==> src/hdl/rde_pkg.sv <==
`timescale 1ns / 1ps
// Shared widths, limits and the digit glyph function for the radix digit emitter.
// No dependencies. Used by rde_div and radix_digit_emitter_core.
package rde_pkg;

  localparam int VAL_W      = 63;
  localparam int RDX_W      = 5;
  localparam int REM_W      = 4;
  localparam int CHAR_W     = 7;
  localparam int MAX_DIGITS = 64;
  localparam int RUN_CAP    = (MAX_DIGITS < VAL_W) ? MAX_DIGITS : VAL_W;
  localparam int IDX_W      = $clog2(RUN_CAP);
  localparam int CNT_W      = $clog2(RUN_CAP + 1);
  localparam int STEP_W     = $clog2(VAL_W);

  localparam logic [RDX_W-1:0]  RADIX_MIN = RDX_W'(2);
  localparam logic [RDX_W-1:0]  RADIX_MAX = RDX_W'(16);
  localparam logic [CHAR_W-1:0] CHAR_ZERO = CHAR_W'(48);
  localparam logic [CHAR_W-1:0] CHAR_A    = CHAR_W'(65);

  typedef struct packed {
    logic start;
  } div_ctl_t;

  typedef struct packed {
    logic busy;
    logic done;
  } div_stat_t;

  // Maps a digit 0..15 to its ASCII character 0-9, A-F.
  function automatic logic [CHAR_W-1:0] glyph(input logic [REM_W-1:0] d);
    logic [CHAR_W-1:0] ch;
    if (d < REM_W'(10)) begin
      ch = CHAR_ZERO + CHAR_W'(d);
    end else begin
      ch = CHAR_A + CHAR_W'(d) - CHAR_W'(10);
    end
    return ch;
  endfunction

endpackage

==> src/hdl/rde_div.sv <==
`timescale 1ns / 1ps
// Bit-serial restoring divider: one quotient bit per cycle by a small divisor.
// Depends on rde_pkg.
module rde_div (
  input  logic                       clk,
  input  logic                       rst_n,
  input  rde_pkg::div_ctl_t          ctl,
  input  logic [rde_pkg::VAL_W-1:0]  dividend,
  input  logic [rde_pkg::RDX_W-1:0]  divisor,
  output rde_pkg::div_stat_t         stat,
  output logic [rde_pkg::VAL_W-1:0]  quotient,
  output logic [rde_pkg::REM_W-1:0]  remainder
);
  import rde_pkg::*;

  logic [VAL_W-1:0]  q_r;
  logic [REM_W-1:0]  rem_r;
  logic [RDX_W-1:0]  div_r;
  logic [STEP_W-1:0] step_r;
  logic              busy_r;
  logic              done_r;

  logic [RDX_W-1:0]  shifted;
  logic              ge;
  logic [RDX_W-1:0]  diff;

  // The remainder stays below the divisor, so the shifted value fits in RDX_W bits.
  assign shifted = {rem_r, q_r[VAL_W-1]};
  assign ge      = (shifted >= div_r);
  assign diff    = shifted - div_r;

  always_ff @(posedge clk) begin
    if (!rst_n) begin
      busy_r <= 1'b0;
      done_r <= 1'b0;
      step_r <= '0;
    end else begin
      done_r <= 1'b0;
      if (ctl.start) begin
        busy_r <= 1'b1;
        step_r <= '0;
      end else if (busy_r) begin
        step_r <= step_r + STEP_W'(1);
        if (step_r == STEP_W'(VAL_W - 1)) begin
          busy_r <= 1'b0;
          done_r <= 1'b1;
        end
      end
    end
  end

  always_ff @(posedge clk) begin
    if (ctl.start) begin
      q_r   <= dividend;
      rem_r <= '0;
      div_r <= divisor;
    end else if (busy_r) begin
      q_r   <= {q_r[VAL_W-2:0], ge};
      rem_r <= ge ? diff[REM_W-1:0] : shifted[REM_W-1:0];
    end
  end

  assign stat      = {busy_r, done_r};
  assign quotient  = q_r;
  assign remainder = rem_r;

endmodule

==> src/hdl/radix_digit_emitter_core.sv <==
`timescale 1ns / 1ps
// Top level of the radix digit emitter: sequencer, digit buffer and output register.
// Depends on rde_pkg and rde_div.
//
//   channel | direction | handshake            | payload
//   in      | input     | in_valid / in_stall  | in_value, in_radix
//   out     | output    | out_valid / out_stall| out_digit_char, out_last_digit, out_bad_radix
//
// Each digit costs one pass of the shared bit-serial divider (one bit per cycle
// over 63 bits after the load), so a value of n digits takes n passes of division,
// then a read state and a write state per digit to read the buffer out, stalls aside.
// A zero value or a bad radix gives its single result from S_SINGLE once the output is free.
// Reset is synchronous and clears the sequencer and the output valid flag.
// A stalled output holds its result; the next input transfer is taken once the
// block is idle, even while the last result still waits.
module radix_digit_emitter_core (
  input  logic                        clk,
  input  logic                        rst_n,
  input  logic                        in_valid,
  output logic                        in_stall,
  input  logic [rde_pkg::VAL_W-1:0]   in_value,
  input  logic [rde_pkg::RDX_W-1:0]   in_radix,
  output logic                        out_valid,
  input  logic                        out_stall,
  output logic [rde_pkg::CHAR_W-1:0]  out_digit_char,
  output logic                        out_last_digit,
  output logic                        out_bad_radix
);
  import rde_pkg::*;

  typedef enum logic [2:0] {
    S_IDLE,
    S_SINGLE,
    S_DIV,
    S_EMIT_RD,
    S_EMIT_WR
  } state_t;

  state_t            state_r, state_nxt;
  logic [CNT_W-1:0]  cnt_r, cnt_nxt;
  logic [IDX_W-1:0]  rd_idx_r, rd_idx_nxt;
  logic              spec_bad_r, spec_bad_nxt;
  logic              out_valid_r, out_valid_nxt;
  logic [CHAR_W-1:0] out_char_r, out_char_nxt;
  logic              out_last_r, out_last_nxt;
  logic              out_bad_r, out_bad_nxt;

  logic [REM_W-1:0]  dig_mem [RUN_CAP];
  logic [REM_W-1:0]  rd_data_r;

  div_ctl_t          div_ctl;
  div_stat_t         div_stat;
  logic [VAL_W-1:0]  div_dividend;
  logic [RDX_W-1:0]  div_divisor;
  logic [VAL_W-1:0]  div_quot;
  logic [REM_W-1:0]  div_rem;
  logic [RDX_W-1:0]  radix_r;

  logic in_xfer;
  logic radix_bad;
  logic out_free;
  logic run_end;
  logic mem_we;

  assign in_stall  = (state_r != S_IDLE);
  assign in_xfer   = in_valid && (state_r == S_IDLE);
  assign radix_bad = (in_radix < RADIX_MIN) || (in_radix > RADIX_MAX);
  assign out_free  = !out_valid_r || !out_stall;
  assign run_end   = (div_quot == '0) || (cnt_r == CNT_W'(RUN_CAP - 1));
  assign mem_we    = (state_r == S_DIV) && div_stat.done;

  // The first division starts from the input; later ones from the last quotient.
  assign div_dividend = (state_r == S_IDLE) ? in_value : div_quot;
  assign div_ctl      = (in_xfer && !radix_bad && (in_value != '0)) ||
                        (mem_we && !run_end);

  // The divider latches the divisor only on start; the radix is needed only then
  // from the port, and later restarts reuse the stored copy.
  assign div_divisor = (state_r == S_IDLE) ? in_radix : radix_r;

  rde_div u_div (
    .clk       (clk),
    .rst_n     (rst_n),
    .ctl       (div_ctl),
    .dividend  (div_dividend),
    .divisor   (div_divisor),
    .stat      (div_stat),
    .quotient  (div_quot),
    .remainder (div_rem)
  );

  always_ff @(posedge clk) begin
    if (in_xfer) begin
      radix_r <= in_radix;
    end
  end

  always_ff @(posedge clk) begin
    if (mem_we) begin
      dig_mem[cnt_r[IDX_W-1:0]] <= div_rem;
    end
    rd_data_r <= dig_mem[rd_idx_r];
  end

  always_comb begin
    state_nxt     = state_r;
    cnt_nxt       = cnt_r;
    rd_idx_nxt    = rd_idx_r;
    spec_bad_nxt  = spec_bad_r;
    out_valid_nxt = out_valid_r && out_stall;
    out_char_nxt  = out_char_r;
    out_last_nxt  = out_last_r;
    out_bad_nxt   = out_bad_r;

    case (state_r)
      S_IDLE: begin
        if (in_xfer) begin
          cnt_nxt = '0;
          if (radix_bad || (in_value == '0)) begin
            spec_bad_nxt = radix_bad;
            state_nxt    = S_SINGLE;
          end else begin
            state_nxt = S_DIV;
          end
        end
      end
      S_SINGLE: begin
        if (out_free) begin
          out_valid_nxt = 1'b1;
          out_char_nxt  = CHAR_ZERO;
          out_last_nxt  = 1'b1;
          out_bad_nxt   = spec_bad_r;
          state_nxt     = S_IDLE;
        end
      end
      S_DIV: begin
        if (div_stat.done) begin
          cnt_nxt = cnt_r + CNT_W'(1);
          if (run_end) begin
            rd_idx_nxt = cnt_r[IDX_W-1:0];
            state_nxt  = S_EMIT_RD;
          end
        end
      end
      S_EMIT_RD: begin
        state_nxt = S_EMIT_WR;
      end
      S_EMIT_WR: begin
        if (out_free) begin
          out_valid_nxt = 1'b1;
          out_char_nxt  = glyph(rd_data_r);
          out_last_nxt  = (rd_idx_r == '0);
          out_bad_nxt   = 1'b0;
          if (rd_idx_r == '0) begin
            state_nxt = S_IDLE;
          end else begin
            rd_idx_nxt = rd_idx_r - IDX_W'(1);
            state_nxt  = S_EMIT_RD;
          end
        end
      end
      default: begin
        state_nxt = S_IDLE;
      end
    endcase
  end

  always_ff @(posedge clk) begin
    if (!rst_n) begin
      state_r     <= S_IDLE;
      out_valid_r <= 1'b0;
      cnt_r       <= '0;
      rd_idx_r    <= '0;
    end else begin
      state_r     <= state_nxt;
      out_valid_r <= out_valid_nxt;
      cnt_r       <= cnt_nxt;
      rd_idx_r    <= rd_idx_nxt;
    end
    spec_bad_r <= spec_bad_nxt;
    out_char_r <= out_char_nxt;
    out_last_r <= out_last_nxt;
    out_bad_r  <= out_bad_nxt;
  end

  assign out_valid      = out_valid_r;
  assign out_digit_char = out_char_r;
  assign out_last_digit = out_last_r;
  assign out_bad_radix  = out_bad_r;

endmodule

==> config.mk <==
export PLATFORM = sky130hd
export DESIGN_NAME = radix_digit_emitter_core
export DESIGN_NICKNAME = d
export VERILOG_FILES = /design/src/hdl/rde_pkg.sv /design/src/hdl/rde_div.sv /design/src/hdl/radix_digit_emitter_core.sv
export SDC_FILE = /design/constraint.sdc
export NUM_CORES = 1
export LEC_CHECK = 0
export BUFFER_PORTS_ARGS = -buffer_cell sky130_fd_sc_hd__buf_4
export CAP_MARGIN = 25
export CORE_UTILIZATION = 36
export DETAILED_ROUTE_END_ITERATION = 16
export GPL_ROUTABILITY_DRIVEN = 0
export GPL_TIMING_DRIVEN = 0
export PLACE_DENSITY = 0.58
export SETUP_SLACK_MARGIN = 0.2
export SYNTH_ARGS = -nofsm -noshare
export SYNTH_HDL_FRONTEND = slang
export SYNTH_HIERARCHICAL = 1
export SYNTH_SLANG_ARGS = --single-unit
export TNS_END_PERCENT = 10
==> constraint.sdc <==
create_clock -name clk -period 3.4 [get_ports clk]
set_input_delay 0 -clock clk [delete_from_list [all_inputs] [get_ports clk]]
set_output_delay 0 -clock clk [all_outputs]
set_load 0.02 [all_outputs]
==> results by group <==
Worst setup path
  – Reg2Reg Launch Point: u_div/quotient[54]
  – Last element of the critical path: u_div/quotient[61]
  – WP data required: 3.71 ns
  – Setup crit end kind: register
  – CP Max Fanout: 10
  – Crit path kind: in -> reg
  – Startpoint type of the worst setup path: input pin
  – Reg2reg setup slack: 0.32 ns
  – R2R cell count: 8
  – Data arrival, critical path: 3.43 ns
  – FF-to-FF End: u_div/quotient[61]
  – Critical path origin: in_value[2]

Layout
  – FILL cells: 3952
  – Ant. Diodes: 0
  – Area delta synth->final: 21.3%
  – Fin cells: 1981
  – Net count, final: 1444
  – Layout cells sized above 1: 22.1%

Timing
  – Final Max Slew Viols: 0
  – Actual slew at the worst max-slew pin: 0.895 ns
  – Crit share post-route: 91.8%
  – Final Setup Violations: 0
  – Fmax: 0.320 GHz
  – Hold Fails Final Rpt: 0
  – Worst hold slack: 0.193 ns
  – Fin crit period: 3.12 ns
  – RSZ-0062 raised after global routing: true
  – Setup Skew: 0.00821 ns
  – Slew margin rel.: 40.3%

Power
  – Logic pwr share: 17.1%
  – Clk pwr share: 34.3%
  – Net Sw Frac: 27.8%
  – Pwr dens: 614 nW/µm²
  – Pint: 8.81 mW
  – Register share of total power: 48.6%
  – Switch Pwr: 3.40 mW
  – Leakage power total: 6.78 nW
  – Worst VDD drop: 0.361 mV

Global route
  – Grt ovf: 0
  – First-pass GRT wire length: 64800 µm
  – Largest net degree at the start of global routing: 64
  – Initial antenna violation count: 1
  – Vias in the first global route: 10800
  – Total GRT Usage: 18.5%
  – Busiest grt layer: met2
  – Met3 usage: 2.75%
  – Met1 usage in global routing: 23.6%
  – Global-route track usage on met2: 31.9%

Detailed routing
  – WL final: 42600 µm
  – Post-DR wirelength/cell: 21.5 µm
  – DRT iter0 DRCs: 842
  – Via count: 10400
  – Detailed Routing Iterations Pass 1: 5
  – Residual DRC: 0
  – DR vias/cell: 5.24
  – DRT antenna net count: 0

Clocking
  – TritonCTS clock tree: yes
  – Skew-Pair Late Insertion Delay: 0.56 ns
  – CTS Root Cell: clkbuf_16
  – CTS Buffer Depth: 3
  – Postcts setup bufs: 0
  – Worst-path clk slew: 0.06 ns
  – Sinks on Clock Net: 367
  – H-Tree Level Count: 2
  – CTS Buf Count: 40

Synth
  – Synth warnings: 6
  – Avg Synthesized Cell Area: 14.2 µm²
  – Syn_nets: 1243
  – Cells after Synth: 1158
  – Post-Syn Area: 16400 µm²

Placement
  – Input/output buffers: 82
  – Dpl cells: 1836
  – DP Wirelength: 28700 µm

Die
  – I/O pin total: 83
  – Die area: 46400 µm²
  – Die Width: 215 µm
  – Initial Util: 36.8%
  – Die Ht: 215 µm
  – Core area: 44500 µm²
  – Rows: 77

Run
  – Max-Cap Viols: 0

Worst hold path
  – WHS Path Cells: 2
  – Hold crit path type: in -> reg

Outcome
  – Status: complete, no violations
## sequential cells by signal (all words and copies together), names as in the netlist
signal           count
dig_mem            252
u_div/quotient      63
out_digit_char       7
cnt_r                6
rd_idx_r             6
u_div/step_r         6
radix_r              5
u_div/div_r          5
rd_data_r            4
u_div/remainder      4
state_r              3
out_bad_radix        1
out_last_digit       1
out_valid            1
spec_bad_r           1
u_div/busy_r         1
u_div/done_r         1
## worst max-delay path, cell delays in order
cell           delay (ns)
dlygate4sd3_1        0.56
buf_4                0.15
nor4_1               0.56
nand4_1              0.17
nor4_1               0.57
nor2_1               0.19
a22o_2               0.42
buf_2                0.24
buf_2                0.22
mux2_1               0.33
## layout by cell type, fill, tap and decap left out, drive strengths merged, types with 3 or more instances in the layout
cell type and instances:
a211o 3, a211oi 13, a21oi 33, a22oi 8
a31oi 4, and2 5, buf 124, bufinv 3
clkbuf 68, clkinv 22, dfxtp 32, dlygate4sd3 72
edfxtp 335, ha 12, inv 24, mux2 69
mux2i 13, mux4 64, nand2 228, nand2b 5
nand3 10, nand4 11, nor2 103, nor2b 11
nor3 9, nor4 35, o211ai 3, o21ai 17
or2 4, or3 4, or3b 3, xnor2 5
xor2 8
## routing by layer
| metal | up-vias | wire [µm] |
|---|---|---|
| met2 | 281 | 21600 |
| met5 | - | 13 |
| met3 | 89 | 1870 |
| met4 | 2 | 1120 |
| met1 | 5212 | 18000 |
| li1 | 4790 | - |
## area by class of cell
type,instances,area (µm²),area share (%)
tap,592,741,3.73
sequential,367,10700,53.8
inverter,24,91.3,0.459
clock inverter,27,230,1.16
buffer,61,337,1.69
multi-input combinational,707,5340,26.9
timing repair buffer,158,1420,7.12
clock buffer,45,1020,5.13
## stage by stage
| stage | setup slack (ns) | setup TNS [ns] | util, % | area (µm²) | power (mW) |
|---|---|---|---|---|---|
| after detailed placement | -0.560 | -41.04 | 40.1 | 17800 | 8.01 |
| after global routing | 0.173 | 0 | 44.7 | 19900 | 12.7 |
| final | 0.279 | 0 | 44.7 | 19900 | 12.2 |
| after global placement | -1.08 | -73.03 | 39.9 | 17700 | 7.91 |
| after CTS | 0.110 | 0 | 44.6 | 19800 | 12.3 |
| after floorplan | 0.434 | 0 | - | 16400 | 7.23 |
## power groups by stage
stage               clock network [mW]  registers (mW)  logic (mW)
floorplan                            0            6.00        1.22
global placement                     0            6.22        1.69
detailed placement                   0            6.03        1.98
CTS                               4.26            5.94        2.06
global route                      4.42            5.99        2.28
finish                            4.19            5.93        2.08
## how the worst min path moves through the flow
stage	startpoint	end	slack, ns
floorplan	in_radix[0]	radix_r[0]	0.1
global placement	in_radix[0]	radix_r[0]	0.20
detailed placement	in_radix[0]	radix_r[0]	0.20
CTS	in_radix[0]	radix_r[0]	0.16
global route	in_radix[4]	radix_r[4]	0.18
finish	in_radix[2]	radix_r[2]	0.19
## repair_timing
item / 4_1_cts / 5_1_grt
hold endpoints to repair: 99 / 0
hold buffers: 72 / 0
setup endpoints to repair: 138 / 100
gates resized for setup: 5 / 7
pin swaps: 0 / 2
gates cloned: 0 / 1
Note: power is estimated with default switching activity, not from simulation.
